[src/hdl/vpen_pkg.sv]
`timescale 1ns / 1ps
`default_nettype none

package vpen_pkg;

   // Sample format and data set size.
   localparam int SAMPLE_BITS = 24;
   localparam int MAX_CELLS   = 4096;

   // Port widths of the request and response channels.
   localparam int IN_W       = 24;
   localparam int L1_OUT_W   = 38;
   localparam int RMS_OUT_W  = 31;
   localparam int PEAK_OUT_W = 24;
   localparam int REL_W      = 32;
   localparam int FRAC_BITS  = 16;

   // Magnitude of a component difference and of a reference component.
   localparam int MAG_W  = SAMPLE_BITS + 1;
   localparam int RMAG_W = SAMPLE_BITS;
   localparam int PROD_W = 2 * MAG_W;
   localparam int PSUM_W = PROD_W + 1;

   // L1 accumulators hold the limit plus one more cell without wrapping.
   localparam int L1_W = $clog2(MAX_CELLS) + SAMPLE_BITS + 3;
   localparam logic [L1_W-1:0] L1_LIMIT = L1_W'(MAX_CELLS) << (SAMPLE_BITS + 1);

   localparam int SQ_W   = 64;
   localparam int ROOT_W = SQ_W / 2;
   localparam int REM_W  = ROOT_W + 2;
   localparam logic [RMS_OUT_W-1:0] ROOT_LIMIT = {RMS_OUT_W{1'b1}};

   // Divider: numerator is a 38-bit value shifted up by the fraction bits.
   localparam int NUM_W  = L1_OUT_W + FRAC_BITS;
   localparam int DEN_W  = (L1_W > RMS_OUT_W) ? L1_W : RMS_OUT_W;
   localparam int STEP_W = $clog2(NUM_W);

   // Queue of finished data sets between the front and the back.
   localparam int QDEPTH = 4;
   localparam int QPTR_W = $clog2(QDEPTH);
   localparam int QCNT_W = $clog2(QDEPTH + 1);

   typedef struct packed {
      logic [L1_W-1:0]   dsum;
      logic [SQ_W-1:0]   dsq;
      logic [MAG_W-1:0]  dpeak;
      logic [L1_W-1:0]   rsum;
      logic [SQ_W-1:0]   rsq;
      logic [RMAG_W-1:0] rpeak;
      logic              ovf;
   } snap_type;

endpackage

`default_nettype wire

[src/hdl/vpen_queue.sv]
`timescale 1ns / 1ps
`default_nettype none

module vpen_queue (
   input  wire logic               clock,
   input  wire logic               reset,
   input  wire logic               push,
   input  vpen_pkg::snap_type      wdata,
   input  wire logic               pop,
   output vpen_pkg::snap_type      rdata,
   output logic                    empty
);

   vpen_pkg::snap_type               mem_ff [vpen_pkg::QDEPTH];
   logic [vpen_pkg::QPTR_W-1:0]      wr_ptr_ff, rd_ptr_ff;
   logic [vpen_pkg::QCNT_W-1:0]      count_ff;

   assign empty = (count_ff == '0);
   assign rdata = mem_ff[rd_ptr_ff];

   always_ff @(posedge clock) begin
      if (push) begin
         mem_ff[wr_ptr_ff] <= wdata;
      end
   end

   always_ff @(posedge clock) begin
      if (reset) begin
         wr_ptr_ff <= '0;
         rd_ptr_ff <= '0;
         count_ff  <= '0;
      end else begin
         if (push) begin
            wr_ptr_ff <= wr_ptr_ff + 1'b1;
         end
         if (pop) begin
            rd_ptr_ff <= rd_ptr_ff + 1'b1;
         end
         if (push && !pop) begin
            count_ff <= count_ff + 1'b1;
         end else if (pop && !push) begin
            count_ff <= count_ff - 1'b1;
         end
      end
   end

endmodule

`default_nettype wire

[config.mk]
export PLATFORM = sky130hd
export DESIGN_NAME = vpen_queue
export DESIGN_NICKNAME = d
export VERILOG_FILES = /design/src/hdl/vpen_pkg.sv /design/src/hdl/vpen_queue.sv
export SDC_FILE = /design/constraint.sdc
export NUM_CORES = 1
export LEC_CHECK = 0
export ABC_CLOCK_PERIOD_IN_PS = 11400
export BUFFER_PORTS_ARGS = -buffer_cell sky130_fd_sc_hd__buf_2
export CAP_MARGIN = 30
export CORE_MARGIN = 4
export CORE_UTILIZATION = 61
export DETAILED_ROUTE_END_ITERATION = 10
export GPL_TIMING_DRIVEN = 0
export PLACE_DENSITY_LB_ADDON = 0.08
export SKIP_CTS_REPAIR_TIMING = 1
export SYNTH_ARGS = -nofsm -noshare
export SYNTH_HDL_FRONTEND = slang
export SYNTH_SLANG_ARGS = --single-unit
[constraint.sdc]
create_clock -name clock -period 11.4 [get_ports clock]
set_input_delay 0.57 -clock clock [delete_from_list [all_inputs] [get_ports clock]]
set_output_delay 0.57 -clock clock [all_outputs]
set_load 0.02 [all_outputs]
==> impl_results.md <==
- Crit path to: rdata[30]
- Nets: 2281
- Leak: 0.0152 µW
- Die width: 256 µm
- Worst Hold Class: in2reg
- Maximum vdd drop: 0.183 mV
- Met1 Track Usage GR: 0.303
- CTS sink count: 1033
- RSZ-0062 raised after global routing: no
- Worst rel slew slack: 0.459
- MaxCap Viol Count: 0
- Reg-to-reg startpoint: wr_ptr_ff[0]$_SDFFE_PP0P_
- Yosys reg bits: 1033
- Detailed Routing Iterations Pass 1: 5
- Initial core utilization: 0.620
- Number of fill cells: 3415
- CP bufs+invs: 3
- Critical path depth: 4
- Required time of the critical path: 10.83 ns
- Fin Clk Skew: 0.0232 ns
- Cell count after synthesis: 1380
- H-tree Lvls: 3
- Root buffer cell: clkbuf_16
- Num rows: 90
- Endpoints failing hold: 0
- Most used routing layer: met2
- Max Slew Vio Count: 0
- R2R depth: 5
- CP Capture Type: output port
- Fmax: 307 MHz
- Worst Setup Start Kind: flop
- Post-DP HPWL: 49.4 mm
- Layout cells sized above 1: 0.471
- Post-synth top area share: 0.818
- CTS clk-pin slew, worst paths: 0.06 ns
- Area Overhead vs Synth: 19.4%
- R2R Path End: mem_ff[3][49]$_DFFE_PP_
- Outcome: finished, final reports clean
- Post-route ant nets: 0
- RePlAce Congestion: 0.758
- Routed len/inst: 26.4 µm
- Worst Tran Pin Value: 0.811 ns
- Synth cell types: 23
- Peak fanout along the critical path: 10
- Cell repeated most along the worst path: buf_2
- CTS Buf Count: 98
- Final setup fails: 0
- TritonCTS clock tree: done
- Largest net degree at the start of global routing: 57
- Post-Syn Nets: 1646
- M2 GR Usage: 0.382
- Crit Path Class: reg2out
- CP max-delay cell: clkbuf_1
- Peak per-stage delay on the critical path: 0.64 ns
- Maximum root-to-sink buffer count: 3
- Cell taking the most area after synthesis: edfxtp_1
- Area after DPL: 41700 µm²
- Synth warnings: 0
- Die area: 65700 µm²
- Antenna violations before repair: 30
- Fin crit share: 0.286
- First-pass GRT wire length: 114 mm
- Pwr/cell area: 190 nW/µm²
- GR Layer Usage met3: 0.0794
- Worst-skew pair later-pin latency: 0.65 ns
- Number of remaining DRC errors: 0
- I/O pin count: 517
- Post-Syn Area per Cell: 27.3 µm²
- Drt via density: 5.88
- CP top delay family: buffers and inverters
- Total wire length: 76.3 mm
- Via count: 17000
- Min Tclk post-route: 3.26 ns
- Largest cells by area after synthesis: edfxtp_1 82%, mux4_2 15%, buf_12 1.2%
- Worst path arrival time: 2.69 ns
- Iter 0 DRT Violations: 1347
- Flop-to-flop setup slack: 8.91 ns
- Finished Cell Area: 44900 µm²
- Number of global-route vias before repair: 17900
- Global route overflow: 0
- Setup TNS: 0 ns
- Gr usage total: 0.235
- Synth Cell Area: 37600 µm²
- Critical-path cell list: clkbuf_1 > buf_2 > mux4_2 > buf_2
- Sequential element share of the synthesized area: 0.822
- Die height: 256 µm
- Port Buf Inserts: 515
- Core Footprint: 60700 µm²
## cells in the mapped netlist
library cell  count
clkbuf_1          3
and2_1            4
a21oi_1           1
nor3_1            1
buf_1             1
buf_12           22
xnor2_1           2
dfxtp_1           9
edfxtp_1       1024
mux4_2          256
or3_1             1
ha_1              5
inv_1             4
nor2_1            7
mux2i_1           2
o21ai_0           1
xor2_1            3
nand2_1           1
buf_8             5
buf_6             1
buf_2            25
fa_1              1
buf_4             1
## worst min-delay path by stage
stage	end	from	depth (start not counted)
after floorplan	count_ff[2]$_SDFFE_PP0P_	count_ff[2]$_SDFFE_PP0P_	2
after global placement	count_ff[2]$_SDFFE_PP0P_	count_ff[2]$_SDFFE_PP0P_	2
after detailed placement	count_ff[2]$_SDFFE_PP0P_	count_ff[2]$_SDFFE_PP0P_	2
after CTS	mem_ff[3][54]$_DFFE_PP_	wdata[54]	1
after global routing	mem_ff[1][195]$_DFFE_PP_	wdata[195]	1
final	mem_ff[3][195]$_DFFE_PP_	wdata[195]	1
## logic make-up after synthesis
kind of cell               count (synthesis)  share of synthesized area
xor gates and xnor gates                   5                    0.00116
AOI/OAI and AO/OA                          2                   0.000266
muxes                                    258                      0.154
adders and majority gates                  6                    0.00220
DFF                                     1033                      0.822
and+or+nand+nor                           14                    0.00176
buffers and inverters                     62                     0.0183
## power breakdown
part	internal (µW)	leakage (µW)	total (µW)	switching (µW)
clock	1810	0.00152	3140	1330
sequential	4370	0.00948	4400	36.8
combinational	398	0.00416	974	576
## per-stage QoR
stage	hold WS (ns)	worst slack, ns	utilization	std cells	power (µW)
floorplan	0.458	4.40	-	1380	5120
global placement	0.486	-0.465	0.678	2677	5510
detailed placement	0.499	8.63	0.687	2697	5470
CTS	0.0893	8.04	0.739	2874	8590
global route	0.100	7.98	0.739	2880	8810
finish	0.130	8.14	0.740	2895	8510
## cells in the final DEF, fill, tap and decap left out, drive strengths merged, types with 3 or more instances in the layout
cell type / netlist / routed
clkbuf: 3 / 122
inv: 4 / 5
diode: 0 / 21
nor2: 7 / 7
edfxtp: 1024 / 1024
xor2: 3 / 3
buf: 55 / 590
bufinv: 0 / 9
dfxtp: 9 / 9
clkinvlp: 0 / 4
ha: 5 / 5
mux4: 256 / 256
and2: 4 / 4
clkinv: 0 / 44
## cell type report
cell class              instances  area (µm²)  area share
well taps                     782         978      0.0218
plain buffers                  58         674      0.0150
diodes                         21        52.6     0.00117
clock inverters                58         551      0.0123
inverters                       4        15.0    0.000334
repair buffers                535        3130      0.0697
flip-flops and latches       1033       30900       0.689
multi-input cells             285        6000       0.134
clock buffers                 119        2570      0.0573
## layer usage
layer | vias up | share of wire
met4 | 36 | 0.036
met5 | - | 0.0031
li1 | 7329 | -
met1 | 8876 | 0.36
met2 | 593 | 0.51
met3 | 178 | 0.094
## state kept, by name (all words and copies together), names as in the netlist, named ones only
| register | flops |
|---|---|
| count_ff | 3 |
| wr_ptr_ff | 2 |
| mem_ff | 1024 |
| rd_ptr_ff | 2 |
No activity file was read; power rests on OpenSTA's default activity.
