File: src/hdl/vpen_pkg.sv
`timescale 1ns / 1ps
`default_nettype none

package vpen_pkg;

   // Sample format and data set size.
   localparam int SAMPLE_BITS = 24;
   localparam int MAX_CELLS   = 4096;

   // Port widths of the request and response channels.
   localparam int IN_W       = 24;
   localparam int L1_OUT_W   = 38;
   localparam int RMS_OUT_W  = 31;
   localparam int PEAK_OUT_W = 24;
   localparam int REL_W      = 32;
   localparam int FRAC_BITS  = 16;

   // Magnitude of a component difference and of a reference component.
   localparam int MAG_W  = SAMPLE_BITS + 1;
   localparam int RMAG_W = SAMPLE_BITS;
   localparam int PROD_W = 2 * MAG_W;
   localparam int PSUM_W = PROD_W + 1;

   // L1 accumulators hold the limit plus one more cell without wrapping.
   localparam int L1_W = $clog2(MAX_CELLS) + SAMPLE_BITS + 3;
   localparam logic [L1_W-1:0] L1_LIMIT = L1_W'(MAX_CELLS) << (SAMPLE_BITS + 1);

   localparam int SQ_W   = 64;
   localparam int ROOT_W = SQ_W / 2;
   localparam int REM_W  = ROOT_W + 2;
   localparam logic [RMS_OUT_W-1:0] ROOT_LIMIT = {RMS_OUT_W{1'b1}};

   // Divider: numerator is a 38-bit value shifted up by the fraction bits.
   localparam int NUM_W  = L1_OUT_W + FRAC_BITS;
   localparam int DEN_W  = (L1_W > RMS_OUT_W) ? L1_W : RMS_OUT_W;
   localparam int STEP_W = $clog2(NUM_W);

   // Queue of finished data sets between the front and the back.
   localparam int QDEPTH = 4;
   localparam int QPTR_W = $clog2(QDEPTH);
   localparam int QCNT_W = $clog2(QDEPTH + 1);

   typedef struct packed {
      logic [L1_W-1:0]   dsum;
      logic [SQ_W-1:0]   dsq;
      logic [MAG_W-1:0]  dpeak;
      logic [L1_W-1:0]   rsum;
      logic [SQ_W-1:0]   rsq;
      logic [RMAG_W-1:0] rpeak;
      logic              ovf;
   } snap_type;

endpackage

`default_nettype wire

File: src/hdl/vpen_back.sv
`timescale 1ns / 1ps
`default_nettype none

module vpen_back (
   input  wire logic                               clock,
   input  wire logic                               reset,
   input  wire logic                               q_empty,
   input  vpen_pkg::snap_type                      q_head,
   output logic                                    q_pop,
   output logic                                    rsp_valid,
   output logic [vpen_pkg::L1_OUT_W-1:0]           rsp_abs_sum_err,
   output logic [vpen_pkg::RMS_OUT_W-1:0]          rsp_abs_rms_err,
   output logic [vpen_pkg::PEAK_OUT_W-1:0]         rsp_abs_peak_err,
   output logic [vpen_pkg::REL_W-1:0]              rsp_rel_sum_err,
   output logic [vpen_pkg::REL_W-1:0]              rsp_rel_rms_err,
   output logic [vpen_pkg::REL_W-1:0]              rsp_rel_peak_err,
   output logic [vpen_pkg::L1_OUT_W-1:0]           rsp_ref_sum_norm,
   output logic [vpen_pkg::RMS_OUT_W-1:0]          rsp_ref_rms_norm,
   output logic [vpen_pkg::PEAK_OUT_W-1:0]         rsp_ref_peak_norm,
   output logic                                    rsp_zero_reference,
   output logic                                    rsp_sum_saturated
);

   localparam int SQ_W      = vpen_pkg::SQ_W;
   localparam int ROOT_W    = vpen_pkg::ROOT_W;
   localparam int REM_W     = vpen_pkg::REM_W;
   localparam int NUM_W     = vpen_pkg::NUM_W;
   localparam int DEN_W     = vpen_pkg::DEN_W;
   localparam int STEP_W    = vpen_pkg::STEP_W;
   localparam int REL_W     = vpen_pkg::REL_W;
   localparam int RMS_W     = vpen_pkg::RMS_OUT_W;
   localparam int L1O_W     = vpen_pkg::L1_OUT_W;
   localparam int FRAC      = vpen_pkg::FRAC_BITS;

   typedef enum logic [2:0] {
      ST_IDLE,
      ST_ROOT_ERR,
      ST_ROOT_REF,
      ST_DIV_SUM,
      ST_DIV_RMS,
      ST_DIV_PEAK
   } state_type;

   state_type           state_ff;
   vpen_pkg::snap_type  snap_ff;
   logic [STEP_W-1:0]   step_ff;

   // Shared square root unit for both roots, which run one after the other.
   logic [SQ_W-1:0]     sq_x_ff;
   logic [REM_W-1:0]    sq_rem_ff;
   logic [ROOT_W-1:0]   sq_root_ff;

   // Shared restoring divider, one quotient bit per cycle.
   logic [NUM_W-1:0]    dv_num_ff;
   logic [DEN_W-1:0]    dv_rem_ff;
   logic [DEN_W-1:0]    dv_den_ff;
   logic [NUM_W-1:0]    dv_q_ff;

   logic [RMS_W-1:0]    a_rms_ff, r_rms_ff;
   logic [REL_W-1:0]    rel_sum_ff, rel_rms_ff;
   logic                sat_ff, zero_ff;

   logic                                rsp_valid_ff;
   logic [L1O_W-1:0]                    abs_sum_ff, ref_sum_ff;
   logic [RMS_W-1:0]                    abs_rms_ff, ref_rms_ff;
   logic [vpen_pkg::PEAK_OUT_W-1:0]     abs_peak_ff, ref_peak_ff;
   logic [REL_W-1:0]                    rel_sum_o_ff, rel_rms_o_ff, rel_peak_o_ff;
   logic                                zero_o_ff, sat_o_ff;

   logic [REM_W+1:0]    sq_rem_sh, sq_trial;
   logic                sq_ge;
   logic [REM_W-1:0]    sq_rem_in;
   logic [ROOT_W-1:0]   sq_root_in;
   logic [RMS_W-1:0]    root_clamped;
   logic                root_over;

   logic [DEN_W:0]      dv_rem_sh;
   logic                dv_ge;
   logic [DEN_W-1:0]    dv_rem_in;
   logic [NUM_W-1:0]    dv_q_in;
   logic                den_zero;
   logic [REL_W-1:0]    rel_value;

   always_comb begin
      sq_rem_sh    = {sq_rem_ff, sq_x_ff[SQ_W-1 -: 2]};
      sq_trial     = {2'b00, sq_root_ff, 2'b01};
      sq_ge        = sq_rem_sh >= sq_trial;
      sq_rem_in    = sq_ge ? REM_W'(sq_rem_sh - sq_trial) : REM_W'(sq_rem_sh);
      sq_root_in   = {sq_root_ff[ROOT_W-2:0], sq_ge};
      root_over    = sq_root_in[ROOT_W-1];
      root_clamped = root_over ? vpen_pkg::ROOT_LIMIT : RMS_W'(sq_root_in);

      dv_rem_sh = {dv_rem_ff, dv_num_ff[NUM_W-1]};
      dv_ge     = dv_rem_sh >= {1'b0, dv_den_ff};
      dv_rem_in = dv_ge ? DEN_W'(dv_rem_sh - {1'b0, dv_den_ff}) : DEN_W'(dv_rem_sh);
      dv_q_in   = {dv_q_ff[NUM_W-2:0], dv_ge};
      den_zero  = (dv_den_ff == '0);
      if (den_zero || (dv_q_in[NUM_W-1:REL_W] != '0)) begin
         rel_value = {REL_W{1'b1}};
      end else begin
         rel_value = dv_q_in[REL_W-1:0];
      end
   end

   assign q_pop = (state_ff == ST_IDLE) && !q_empty;

   always_ff @(posedge clock) begin
      if (reset) begin
         state_ff     <= ST_IDLE;
         rsp_valid_ff <= 1'b0;
      end else begin
         rsp_valid_ff <= (state_ff == ST_DIV_PEAK) && (step_ff == '0);
         unique case (state_ff)
            ST_IDLE: begin
               if (!q_empty) begin
                  snap_ff    <= q_head;
                  sq_x_ff    <= q_head.dsq;
                  sq_rem_ff  <= '0;
                  sq_root_ff <= '0;
                  step_ff    <= STEP_W'(ROOT_W - 1);
                  sat_ff     <= 1'b0;
                  zero_ff    <= 1'b0;
                  state_ff   <= ST_ROOT_ERR;
               end
            end
            ST_ROOT_ERR, ST_ROOT_REF: begin
               if (step_ff == '0) begin
                  sat_ff     <= sat_ff | root_over;
                  sq_x_ff    <= snap_ff.rsq;
                  sq_rem_ff  <= '0;
                  sq_root_ff <= '0;
                  if (state_ff == ST_ROOT_ERR) begin
                     a_rms_ff <= root_clamped;
                     step_ff  <= STEP_W'(ROOT_W - 1);
                     state_ff <= ST_ROOT_REF;
                  end else begin
                     r_rms_ff  <= root_clamped;
                     dv_num_ff <= {L1O_W'(snap_ff.dsum), FRAC'(0)};
                     dv_den_ff <= DEN_W'(snap_ff.rsum);
                     dv_rem_ff <= '0;
                     dv_q_ff   <= '0;
                     step_ff   <= STEP_W'(NUM_W - 1);
                     state_ff  <= ST_DIV_SUM;
                  end
               end else begin
                  sq_x_ff    <= sq_x_ff << 2;
                  sq_rem_ff  <= sq_rem_in;
                  sq_root_ff <= sq_root_in;
                  step_ff    <= step_ff - 1'b1;
               end
            end
            ST_DIV_SUM, ST_DIV_RMS, ST_DIV_PEAK: begin
               if (step_ff == '0) begin
                  zero_ff   <= zero_ff | den_zero;
                  dv_rem_ff <= '0;
                  dv_q_ff   <= '0;
                  step_ff   <= STEP_W'(NUM_W - 1);
                  if (state_ff == ST_DIV_SUM) begin
                     rel_sum_ff <= rel_value;
                     dv_num_ff  <= {L1O_W'(a_rms_ff), FRAC'(0)};
                     dv_den_ff  <= DEN_W'(r_rms_ff);
                     state_ff   <= ST_DIV_RMS;
                  end else if (state_ff == ST_DIV_RMS) begin
                     rel_rms_ff <= rel_value;
                     dv_num_ff  <= {L1O_W'(snap_ff.dpeak), FRAC'(0)};
                     dv_den_ff  <= DEN_W'(snap_ff.rpeak);
                     state_ff   <= ST_DIV_PEAK;
                  end else begin
                     abs_sum_ff    <= L1O_W'(snap_ff.dsum);
                     abs_rms_ff    <= a_rms_ff;
                     abs_peak_ff   <= vpen_pkg::PEAK_OUT_W'(snap_ff.dpeak);
                     rel_sum_o_ff  <= rel_sum_ff;
                     rel_rms_o_ff  <= rel_rms_ff;
                     rel_peak_o_ff <= rel_value;
                     ref_sum_ff    <= L1O_W'(snap_ff.rsum);
                     ref_rms_ff    <= r_rms_ff;
                     ref_peak_ff   <= vpen_pkg::PEAK_OUT_W'(snap_ff.rpeak);
                     zero_o_ff     <= zero_ff | den_zero;
                     sat_o_ff      <= snap_ff.ovf | sat_ff;
                     state_ff      <= ST_IDLE;
                  end
               end else begin
                  dv_num_ff <= dv_num_ff << 1;
                  dv_rem_ff <= dv_rem_in;
                  dv_q_ff   <= dv_q_in;
                  step_ff   <= step_ff - 1'b1;
               end
            end
            default: begin
               state_ff <= ST_IDLE;
            end
         endcase
      end
   end

   assign rsp_valid          = rsp_valid_ff;
   assign rsp_abs_sum_err    = abs_sum_ff;
   assign rsp_abs_rms_err    = abs_rms_ff;
   assign rsp_abs_peak_err   = abs_peak_ff;
   assign rsp_rel_sum_err    = rel_sum_o_ff;
   assign rsp_rel_rms_err    = rel_rms_o_ff;
   assign rsp_rel_peak_err   = rel_peak_o_ff;
   assign rsp_ref_sum_norm   = ref_sum_ff;
   assign rsp_ref_rms_norm   = ref_rms_ff;
   assign rsp_ref_peak_norm  = ref_peak_ff;
   assign rsp_zero_reference = zero_o_ff;
   assign rsp_sum_saturated  = sat_o_ff;

`ifndef SYNTHESIS
   a_single_strobe : assert property (@(posedge clock) disable iff (reset)
      rsp_valid |=> !rsp_valid)
      else $error("response strobe held for more than one cycle");

   a_zero_rms_flag : assert property (@(posedge clock) disable iff (reset)
      (rsp_valid && (rsp_ref_rms_norm == '0)) |-> rsp_zero_reference)
      else $error("zero reference L2 norm without zero_reference flag");

   a_zero_rms_ones : assert property (@(posedge clock) disable iff (reset)
      (rsp_valid && (rsp_ref_rms_norm == '0)) |-> (rsp_rel_rms_err == {REL_W{1'b1}}))
      else $error("relative L2 error not all ones for zero reference");

   a_pop_idle : assert property (@(posedge clock) disable iff (reset)
      q_pop |=> (state_ff == ST_ROOT_ERR))
      else $error("queue popped without starting the square roots");
`endif

endmodule

`default_nettype wire

File: config.mk
export PLATFORM = sky130hd
export DESIGN_NAME = vpen_back
export DESIGN_NICKNAME = d
export VERILOG_FILES = /design/src/hdl/vpen_pkg.sv /design/src/hdl/vpen_back.sv
export SDC_FILE = /design/constraint.sdc
export NUM_CORES = 1
export LEC_CHECK = 0
export BUFFER_PORTS_ARGS = -buffer_cell sky130_fd_sc_hd__buf_4
export CORE_MARGIN = 5
export CORE_UTILIZATION = 50
export CTS_CLUSTER_DIAMETER = 60
export DETAILED_ROUTE_END_ITERATION = 12
export MAX_ROUTING_LAYER = met4
export PLACE_DENSITY = 0.72
export SETUP_SLACK_MARGIN = 0.15
export SLEW_MARGIN = 20
export SYNTH_ARGS = -nofsm -noshare
export SYNTH_HDL_FRONTEND = slang
export SYNTH_SLANG_ARGS = --single-unit
File: constraint.sdc
create_clock -name clock -period 19.7 [get_ports clock]
set_clock_uncertainty 0.05 [all_clocks]
set_input_delay 3.94 -clock clock [delete_from_list [all_inputs] [get_ports clock]]
set_output_delay 3.94 -clock clock [all_outputs]
set_load 0.01 [all_outputs]
==> results, run 1 <==
- For this block, the routed nets add up to 96.4 mm of wire.
- The via count of the first global-routing pass is 23700.
- The floorplan die width is 282 um.
- Internal power comes to 3.34 mW.
- The clock slew at the register clock pins of the worst setup and hold paths is 0.06 ns.
- The cell count after synthesis is 2636.
- The clock network burns 43.2% of the power.
- Setup violations remaining at the end of the flow were counted as 0.
- The post-synthesis average cell area is 14.0 um2.
- The maximum number of pins on one net before global-route repair is around 110.
- The worst setup path category is in2out.
- At the worst endpoint, the required time is 15.71 ns.
- The sink count of the clock tree is slightly above 900.
- The share of synthesized area in the top cell type comes to between 70% and 80%.
- The run finished with clean final reports.
- The maximum VDD drop is 80.3 uV.
- The overall via count from detail_route is between 20000 and 25000.
- The number of unique standard cell types used by synthesis is 78.
- At the later pin of the worst-skew pair, clock insertion delay measures 0.66 ns.
- STA classifies the critical path startpoint as an input pin.
- The clock passes through at most 3 buffers.
- After floorplanning, the core was divided into 99 placement rows.
- The number of buffers created by CTS is between 90 and 100.
- The initial standard-cell utilization of the core is 50.5%.
- The congestion estimate from routability-driven global placement came to 0.935.
- The number of antenna violations at the first check in global routing came to 2.
- The number of hold violations in the final report is 0.
- The post-synthesis sequential area ratio is 74.1%.
- The async set-or-reset flop fraction in the synthesized netlist is 0%.
- After detailed routing, the average wire length per cell comes to 22.8 um.
- Once detailed placement completed, the half-perimeter wirelength came to 67.2 mm.
- The number of vias per cell is approximately 5.6.
- At the pin with the least slew margin, the transition time is 1.10 ns.
- The top flip-flop cell by instance count after synthesis is sky130_fd_sc_hd__edfxtp_1.
- In this design, the critical path's most frequently occurring cell is sky130_fd_sc_hd__buf_4.
- Yosys mapped a number of flops with a built-in enable equal to around 910.
- For this run, the number of Yosys warnings is 0.
- The data arrival at the endpoint of the critical path is about 5.0 ns.
- After clock tree synthesis, the repair step resized 0 gates.
- The net switching share of the total power is 21.5%.
- Max-cap violations in this run came to 0.
- The max-slew violation total from the final report is 0.
- The count of hold buffers inserted by post-cts repair is 0.
- The global-route wire length before repair is between 100 and 150 mm.
- The total congestion overflow is 0.
- The most instantiated library cell after synthesis is sky130_fd_sc_hd__edfxtp_1.
- The post-detailed-route DRC marker count is 0.
- Derived from the worst setup path, the maximum achievable clock frequency is 112 MHz.
- The first routing iteration left 2141 violations.
- The register-to-register path setup slack is 15.45 ns.
- The number of nets in the layout is between 3000 and 4000.
- Synthesis inferred between 900 and 1000 register bits.
- In this run the power density over the cells is about 94 mW/mm2.
- The maximum level of the CTS H-tree is 3.
- The pre-antenna-repair detailed-routing pass consisted of 5 iterations.
- The number of nets in the synthesized netlist is approximately 3000.
- The ratio of final minimum period to clock period is between 40% and 50%.
- In this run the remaining antenna-violating nets after routing total 0.
- On the worst path, the slowest cell contributes a delay of 0.60 ns.
- The commonest cells after synthesis are sky130_fd_sc_hd__edfxtp_1, sky130_fd_sc_hd__nand2_1, sky130_fd_sc_hd__nor2_1.
- Setup repair after global routing left no endpoint under its margin.
- TritonCTS built the clock tree.
- Of all nets on the critical path, the largest fanout is 4.
- The min-delay analysis places its worst path in the category reg2reg.
- The number of setup buffers added after CTS is 0.
- By area the synthesized netlist is led by sky130_fd_sc_hd__edfxtp_1, sky130_fd_sc_hd__nand2_1, sky130_fd_sc_hd__ha_1.
- The combinational share of power is roughly 5.4%.
- The part of the power in registers is 51.3%.
- The type of element capturing the critical path is an output pin.
- The netlist area before placement is 0.0369 mm2.
- In the global route stage, overall resource usage came out at 24.3%.
- The root cell of the clock tree is sky130_fd_sc_hd__clkbuf_16.
- Once layout is done, the placed cells without fillers occupy 0.0453 mm2.
- The total power after layout is around 4.3 mW.
- Compared with the post-synthesis result, the final layout area differs by 22.7%.
- The die covers 0.0794 mm2.
- The worst pin sits at a relative slew slack of between 20% and 30%.
- In the final timing run, aggregate negative setup slack is 0 ns.
- The synthesized design spends more area on one cell type than any other, namely sky130_fd_sc_hd__edfxtp_1.
- The worst-path cell with the longest stage delay is sky130_fd_sc_hd__nor4_1.
- The floorplan core area is 0.0731 mm2.
- Summing all placed instances gives a cell area of between 0.04 and 0.05 mm2.
- In this run the count of I/O pins placed on the die edge is 545.
- The vertical die dimension is around 280 um.
- The ratio of cells with drive above 1 in the final layout is 24.3%.
- The net switching power is 0.918 mW.
- The final period demand of the worst path is ~9 ns.
- In this run the tool buffered the top-level ports with 543 buffer cells.
- Traced cell by cell, the critical path runs through buf_4 -> nor4_1 -> buf_4.
- In this run the static leakage power is 16.6 nW.
-- flip-flops by register name (all words and copies together) (netlist names), 31 cells and up --
register,flops
a_rms_ff,31
dv_den_ff,39
dv_num_ff,38
dv_q_ff,53
dv_rem_ff,39
r_rms_ff,31
rel_rms_ff,32
rel_sum_ff,32
rsp_abs_rms_err,31
rsp_abs_sum_err,38
rsp_ref_rms_norm,31
rsp_ref_sum_norm,38
rsp_rel_peak_err,32
rsp_rel_rms_err,32
rsp_rel_sum_err,32
snap_ff,191
sq_rem_ff,34
sq_root_ff,32
sq_x_ff,64
-- layout by cell type (no fill, tap or decap), drive strengths merged, types with 73 or more instances in the layout --
master / instances
nand2: 400
o21ai: 73
ha: 75
a31oi: 100
a21oi: 149
inv: 97
edfxtp: 908
clkbuf: 110
buf: 574
nor2: 218
-- critical path: cells and delay by family --
kind | cells | cell delay, ns
buffers and inverters | 2 | 0.42
and+or+nand+nor | 1 | 0.60
-- final timing paths --
kind	start	to	depth (start not counted)
max	q_empty	q_pop	3
min	rel_rms_ff[4]	rsp_rel_rms_err[4]	0
max reg2reg	step_ff[3]	rsp_abs_rms_err[28]	7
min reg2reg	rel_rms_ff[4]	rsp_rel_rms_err[4]	0
-- power by group through the flow --
stage	combinational, mW	sequential [mW]	clock [mW]
after floorplan	0.145	2.23	0
after global placement	0.223	2.23	0
after detailed placement	0.229	2.23	0
after CTS	0.231	2.19	1.88
after global routing	0.254	2.19	1.96
final	0.232	2.19	1.84
-- through the flow --
step                      std cells  util (%)  hold slack, ns  worst slack (ns)
after CTS                      4223      62.0           0.355             10.81
after global placement         4043      57.5           0.354             10.82
final                          4224      62.0           0.350             10.74
after floorplan                2636         -           0.350              2.62
after detailed placement       4044      57.5           0.355             10.83
after global routing           4224      62.0           0.367             10.75
-- final cells by class --
cell class	count	area, um2
diodes	1	2.50
clock buffers	110	2450
clock inverters	69	792
fillers	5427	27800
inverters	90	338
multi-input cells	1509	8840
flip-flops and latches	912	27300
well taps	959	1200
repair buffers	574	4330
-- layer usage --
metal / track usage, % / up-vias / wire length, um
li1: - / 10900 / -
met1: 32.2 / 11800 / 39400
met2: 39.0 / 946 / 46900
met3: 4.32 / 176 / 6790
met4: 7.44 / 0 / 3230
met5: - / - / 0
-- cell families after synthesis --
kind of cell	share of synthesized area [%]
adders and majority gates	2.60
AOI/OAI and AO/OA	7.84
muxes	1.03
and+or+nand+nor	10.7
buffers and inverters	2.35
xor gates and xnor gates	1.47
DFF	74.1
No activity file was read; power rests on OpenSTA's default activity.
==> run 2, diff against run 1 <==
--- a/config.mk
+++ b/config.mk
@@ -11,7 +11,7 @@
 export CTS_CLUSTER_DIAMETER = 60
 export DETAILED_ROUTE_END_ITERATION = 12
 export MAX_ROUTING_LAYER = met4
-export PLACE_DENSITY = 0.72
+export PLACE_DENSITY = 0.75
 export SETUP_SLACK_MARGIN = 0.15
 export SLEW_MARGIN = 20
 export SYNTH_ARGS = -nofsm -noshare
==> constraint.sdc (replaced) <==
create_clock -name clock -period 7.2 [get_ports clock]
set_clock_uncertainty 0.05 [all_clocks]
set_input_delay 1.44 -clock clock [delete_from_list [all_inputs] [get_ports clock]]
set_output_delay 1.44 -clock clock [all_outputs]
set_load 0.01 [all_outputs]
==> run 2 against run 1 <==
Sequential cell count unchanged; register-to-register slack worse by 13 ns; routed wire length down 0.45%; final cell count about the same; critical path depth up 5; design area about the same; clock power rose to 2.8 times the previous value; utilization about the same; die area unchanged; hold slack better by 0.012 ns; global-route usage down 0.20 points; via count down 0.99%; largest power group unchanged; highest routed layer unchanged.
==> results, run 2 (same netlist as run 1, synthesis figures left out) <==
- The routed wire length is 95.9 mm.
- For this design the static power due to leakage is 16.7 nW.
- The maximum VDD drop is 215 uV.
- The remaining antenna violation count is 0.
- The post-detailed-route DRC marker count is 0.
- The largest registers in the layout are snap_ff x191, sq_x_ff x64, dv_q_ff x53.
- Measured along the x axis, the die boundary spans 282 um.
- The total congestion overflow is 0.
- The placed cell area is 0.0421 mm2.
- The count of hold buffers inserted by post-cts repair is 0.
- The clock passes through at most 3 buffers.
- Row generation in the floorplan step produced 99 rows.
- The commonest non-fill, non-tap cell in the layout is sky130_fd_sc_hd__edfxtp_1.
- The number of buffers created by CTS is 96.
- The number of buffers and inverters on the critical path is 3.
- The worst setup path startpoint is step_ff[0].
- The setup-violating endpoint count in the final report is 0.
- The overall via count from detail_route is 23500.
- In this run the vertical extent of the chip is 282 um.
- The detailed router finished its first iteration with 2045 violations.
- The maximum level of the CTS H-tree is 3.
- Ranked by flip-flop count, first place goes to snap_ff.
- The sum of negative setup slack is 0 ns.
- The net count of the finished layout is 3518.
- The detailed-placement wirelength estimate is around 68 mm.
- The number of post-CTS setup repair buffers is 0.
- At the worst endpoint, the arrival time is ~4.5 ns.
- The total iterations of the first detailed-routing run is 5.
- In this run the count of I/O pins placed on the die edge is 545.
- Counting the fill cells in the layout gives 5355.
- The via count of the first global-routing pass is 23700.
- The root cell of the clock tree is sky130_fd_sc_hd__clkbuf_16.
- The number of gates resized after cts is 0.
- The final hold slack is around 0.36 ns.
- Leaving out fill and tap cells, the most frequent cells in the layout are sky130_fd_sc_hd__edfxtp_1, sky130_fd_sc_hd__buf_4, sky130_fd_sc_hd__nand2_1, sky130_fd_sc_hd__nor2_1, sky130_fd_sc_hd__a21oi_1.
- The floorplan core area is 0.0731 mm2.
- The count of maximum capacitance violations is 0.
- The initial standard-cell utilization of the core is 50.5%.
- The number of hold violations in the final report is 0.
- The full die area is 0.0794 mm2.
- The signal on the critical path passes through inv_1 -> ha_1 -> and3_2 -> buf_4 -> o21bai_1 -> or2_2 -> a21oi_4 -> buf_4.
- The number of antenna violations at the first check in global routing was 2.
- The finished cells cover 0.0453 mm2.
- For this run, the top clock speed supported by timing is 234 MHz.
- The global-route wire length before repair is ~140 mm.
- The register with the most flip-flops in the layout has approximately 190 of them.
- The worst stage delay on the critical path is 0.83 ns.
- The reg-to-reg startpoint is step_ff[0].
- The type of the most critical hold path is reg2reg.
- Setup repair after global routing left no endpoint under its margin.
- The clock latency reported for the late side of the worst-skew pair is 0.65 ns.
- The CTS tree is done.
- The worst setup path category is reg2reg.
- Broken down by cell family, the worst path's largest delay share belongs to buffers and inverters.
- The pin slew with the least headroom to its limit is 1.06 ns.
- The maximum number of pins on one net before global-route repair is slightly above 100.
- Counting every sink on the clock net gives ~900.
- The flow ran to the end, and the final reports show no timing, DRC or antenna violations.
- Compared with the post-synthesis result, the final layout area differs by 22.8%.
- Routability-driven placement finished with a final weighted congestion of just over 0.9.
- The critical path required time is roughly 7.4 ns.
- The number of vias per cell is about 5.6.
- Global routing used 24.1% of the available tracks across all layers.
- The highest fanout seen on the critical path is 69.
- The type of origin of the critical path is a flop.
- Dividing the detail-routed wire length by the instance count gives 22.7 um.
- The most prevalent standard cell on the critical path is sky130_fd_sc_hd__buf_4.
- Power spread over the standard cell area amounts to 258 mW/mm2.
- The clock slew at the register clock pins of the worst setup and hold paths is roughly 0.060 ns.
- The slowest stage of the critical path belongs to the cell sky130_fd_sc_hd__buf_4.
- The ratio of cells with drive above 1 in the final layout is 24.4%.
- Of the available clock period, the critical path in the final layout requires 59.2%.
- The start point of the worst min-delay path is rel_rms_ff[30].
- In this run the tightest slew margin relative to its limit is 29.0%.
- The max-slew violation total from the final report is 0.
- The final period demand of the worst path is 4.26 ns.
- In this run the tool buffered the top-level ports with approximately 540 buffer cells.
- STA classifies the critical path endpoint as a flop.
==> run 2: changes by cell type in the layout (fill, tap and decap cells not counted), moves of 2 or more <==
| cell | previous run | this run |
|---|---|---|
| sky130_fd_sc_hd__clkinv_1 | 23 | 13 |
| sky130_fd_sc_hd__clkbuf_16 | 96 | 98 |
| sky130_fd_sc_hd__clkinv_2 | 10 | 13 |
| sky130_fd_sc_hd__inv_6 | 4 | 7 |
| sky130_fd_sc_hd__clkinv_8 | 2 | 0 |
| sky130_fd_sc_hd__clkinv_4 | 4 | 1 |
| sky130_fd_sc_hd__inv_8 | 2 | 5 |
| sky130_fd_sc_hd__buf_12 | 0 | 2 |
| sky130_fd_sc_hd__buf_4 | 573 | 570 |
| sky130_fd_sc_hd__clkbuf_1 | 14 | 18 |
| sky130_fd_sc_hd__clkinvlp_4 | 8 | 4 |
==> run 2: worst paths after layout <==
check,endpoint,cells after the start,slack (ns)
max,dv_q_ff[2],8,2.94
min,rsp_rel_rms_err[30],0,0.36
max reg2reg,dv_q_ff[2],8,2.94
min reg2reg,rsp_rel_rms_err[30],0,0.36
==> run 2: metal layers <==
metal	vias to the layer above	part of all wire [%]	global-route usage (%)	wire, um
met4	0	2.9	7.08	2810
met5	-	0	-	0
li1	10900	-	-	-
met2	951	49	38.9	46800
met3	162	7.9	4.89	7550
met1	11500	40	31.5	38800
==> run 2: report_power, final <==
part / internal (mW) / total, mW / switching (mW) / leakage, nW
sequential: 5.94 / 5.99 / 0.0491 / 8.01
clock: 2.99 / 5.06 / 2.07 / 1.58
combinational: 0.269 / 0.631 / 0.362 / 7.08
==> run 2: layout make-up <==
cell class | count | area, um2 | share of cell area, %
clock buffers | 116 | 2520 | 5.56
clock inverters | 59 | 731 | 1.61
multi-input cells | 1509 | 8840 | 19.5
flip-flops and latches | 912 | 27300 | 60.3
diodes | 2 | 5.00 | 0.0110
inverters | 90 | 338 | 0.745
repair buffers | 574 | 4350 | 9.60
well taps | 959 | 1200 | 2.65
==> run 2: through the flow <==
stage | instances | utilization (%) | setup slack, ns | total power [mW]
2_1_floorplan | 2636 | - | 0.438 | 6.48
3_3_place_gp | 4042 | 57.5 | 3.06 | 6.70
3_5_place_dp | 4043 | 57.6 | 2.90 | 6.72
5_1_grt | 4221 | 62.0 | 2.70 | 12.1
4_1_cts | 4218 | 62.0 | 2.92 | 11.8
6_report | 4221 | 62.0 | 2.94 | 11.7
==> run 3, diff against run 2 <==
--- a/config.mk
+++ b/config.mk
@@ -11,7 +11,7 @@
 export CTS_CLUSTER_DIAMETER = 60
 export DETAILED_ROUTE_END_ITERATION = 12
 export MAX_ROUTING_LAYER = met4
-export PLACE_DENSITY = 0.75
+export PLACE_DENSITY = 0.72
 export SETUP_SLACK_MARGIN = 0.15
 export SLEW_MARGIN = 20
 export SYNTH_ARGS = -nofsm -noshare
==> constraint.sdc (replaced) <==
create_clock -name clock -period 4.1 [get_ports clock]
set_clock_uncertainty 0.05 [all_clocks]
set_input_delay 0.82 -clock clock [delete_from_list [all_inputs] [get_ports clock]]
set_output_delay 0.82 -clock clock [all_outputs]
set_load 0.01 [all_outputs]
==> run 3 against run 2 <==
Design area grew 0.91%; first-iteration DRC count grew 0.34%; clock-buffer cell count shrank 6; worst setup slack lost 2.4 ns; critical path depth grew 3; via count is essentially flat; register-to-register slack lost 2.4 ns; sequential cell count is the same; utilization grew 0.56 points; final cell count grew 0.50%.
==> results, run 3 (same netlist as run 1, synthesis figures left out) <==
- The routed layout has 23500 vias.
- Adding up every negative setup slack in the final design gives 0 ns.
- The via count of the first global-routing pass is 23800.
- The largest registers in the layout are snap_ff x191, sq_x_ff x64, dv_q_ff x53.
- The total power after layout is 20.8 mW.
- The post-route core utilization is a little over three fifths.
- The total iterations of the first detailed-routing run is 6.
- The number of nets in the layout is 3533.
- The number of hold violations in the final report is 0.
- Measured against its own limit, the worst slew margin works out to 26.6%.
- The routed wire length is ~97 mm.
- In this run the vertical extent of the chip is approximately 280 um.
- The ratio of final minimum period to clock period is 87.5%.
- The full die area is 0.0794 mm2.
- The count of maximum capacitance violations is 0.
- The worst register-to-register path has a depth of 11.
- The number of placed instances, taps included, is 4059.
- Routability-driven placement finished with a final weighted congestion of around 0.9.
- The count of routing violations after the opening detailed-route iteration is 2052.
- The global-route usage over all layers is roughly a quarter.
- Using the TritonRoute via totals, the vias-per-cell ratio works out to 5.54.
- The floorplan step set the die width to ~280 um.
- The maximum clock insertion buffer count is 3.
- The highest fanout seen on the critical path is 18.
- The maximum number of pins on one net before global-route repair is about 130.
- After detailed routing, the number of remaining DRC violations is 0.
- In the layout the commonest cells are sky130_fd_sc_hd__edfxtp_1, sky130_fd_sc_hd__buf_4, sky130_fd_sc_hd__nand2_1, sky130_fd_sc_hd__nor2_1, sky130_fd_sc_hd__a21oi_1.
- The type of origin of the critical path is a flop.
- The worst-case IR drop observed on VDD is 348 uV.
- The global-route met1 utilization is between 30% and 40%.
- The top register by number of flip-flops is snap_ff.
- The ratio of cells with drive above 1 in the final layout is 24.9%.
- The min-delay analysis places its worst path in the category in2reg.
- The number of clock buffers added by TritonCTS is 96.
- The library cell used most frequently in the layout, excluding fill and tap cells, is sky130_fd_sc_hd__edfxtp_1.
- Setup repair after global routing left no endpoint under its margin.
- For the worst setup path, the data arrival time is 4.04 ns.
- The count of non-filler cells in the finished layout is 4242.
- In the global route stage, met2 resource usage came out at 39.1%.
- The number of post-CTS setup repair buffers is 0.
- Once the floorplan was initialized, standard cells occupied between 50% and 60% of the core.
- The region available for standard cell placement spans 0.0731 mm2.
- Once the clock tree was built, the resizer swapped 0 gates to a different size.
- The number of port buffers is 543.
- The register with the most flip-flops in the layout has between 150 and 200 of them.
- The number of antenna violations at the first check in global routing came to 5.
- In this run the static leakage power is 16.8 nW.
- Dividing the detail-routed wire length by the instance count gives approximately 23 um.
- The final period demand of the worst path is between 3 and 4 ns.
- The max-slew violation total from the final report came to 0.
- The area added between synthesis and finish is 23.9%.
- The final-layout fill cell count is between 5000 and 6000.
- The pin slew with the least headroom to its limit is 1.10 ns.
- The critical path required time is about 4.6 ns.
- Counting instances, the worst hold path has a depth of 1.
- After clock tree synthesis, the clock-pin slew on the worst setup and hold paths is 0.06 ns.
- For met3 alone, demand over resource in global routing was 4.94%.
- The total power density per cell area is 455 mW/mm2.
- The layer flagged by global routing as most heavily used is met2.
- The root cell of the clock tree is sky130_fd_sc_hd__clkbuf_16.
- The highest attainable clock frequency is between 200 and 300 MHz.
- The run finished with clean final reports.
- The type of element capturing the critical path is a flop.
- The total congestion overflow is 0.
- The maximum level of the CTS H-tree is 3.
- The floorplan has 99 rows.
- The count of hold buffers inserted by post-cts repair is 0.
- The top-level port count is 545.
- The detailed-placement wirelength estimate is roughly 68 mm.
- The worst setup path category is reg2reg.
- The first global-routing pass estimated 143 mm of wire.
- The setup-violating endpoint count in the final report is 0.
- TritonCTS built the clock tree.
- The sink count of the clock tree is ~910.
- The later pin in the worst-skew pair is clocked with a latency of 0.66 ns.
- In this run the remaining antenna-violating nets after routing total 0.
-- run 3: worst paths after layout --
check / from / end / slack, ns
worst max-delay path: dv_den_ff[0] / dv_rem_ff[36] / 0.51
worst min-delay path: q_head[36] / snap_ff[36] / 0.28
worst max register to register: dv_den_ff[0] / dv_rem_ff[36] / 0.51
worst min register to register: rel_sum_ff[3] / rsp_rel_sum_err[3] / 0.35
-- run 3: cell type report --
class | instances | area [um2] | area share, %
sequential | 912 | 27300 | 59.8
antenna | 4 | 10.0 | 0.0219
clock buffer | 110 | 2480 | 5.41
multi-input combinational | 1509 | 8840 | 19.3
timing repair buffer | 589 | 4610 | 10.1
inverter | 90 | 338 | 0.738
tap | 959 | 1200 | 2.62
clock inverter | 69 | 923 | 2.02
-- run 3: routing by layer --
metal / routed length [um] / vias up / part of all wire (%)
met3: 7140 / 156 / 7.4
met1: 39300 / 11500 / 41
met4: 3280 / 0 / 3.4
met5: 0 / - / 0
met2: 47000 / 931 / 49
li1: - / 10900 / -
-- run 3: where the power goes --
group / internal [mW] / switching (mW) / total [mW]
logic: 0.495 / 0.638 / 1.13
registers: 10.4 / 0.0836 / 10.5
clock network: 5.43 / 3.74 / 9.17
total: 16.3 / 4.46 / 20.8
-- run 3: through the flow --
step | cell area, um2 | hold slack [ns] | worst slack [ns]
detailed placement | 42300 | 0.355 | 0.563
CTS | 45700 | 0.240 | 0.519
floorplan | 37000 | 0.350 | -1.80
global placement | 42300 | 0.354 | 0.557
global route | 45700 | 0.253 | 0.323
finish | 45700 | 0.276 | 0.511
-- run 3: worst max-delay path, stage by stage, from the launching register on --
cell                       delay (ns)
sky130_fd_sc_hd__edfxtp_1        0.46
sky130_fd_sc_hd__ha_1            0.26
sky130_fd_sc_hd__fa_1            0.40
sky130_fd_sc_hd__nand2b_1        0.18
sky130_fd_sc_hd__a21oi_1         0.24
sky130_fd_sc_hd__o21a_1          0.22
sky130_fd_sc_hd__o211ai_2        0.16
sky130_fd_sc_hd__a21oi_2         0.25
sky130_fd_sc_hd__o311ai_1        0.13
sky130_fd_sc_hd__a31o_2          0.39
sky130_fd_sc_hd__or4b_1          0.55
sky130_fd_sc_hd__a21oi_1         0.15
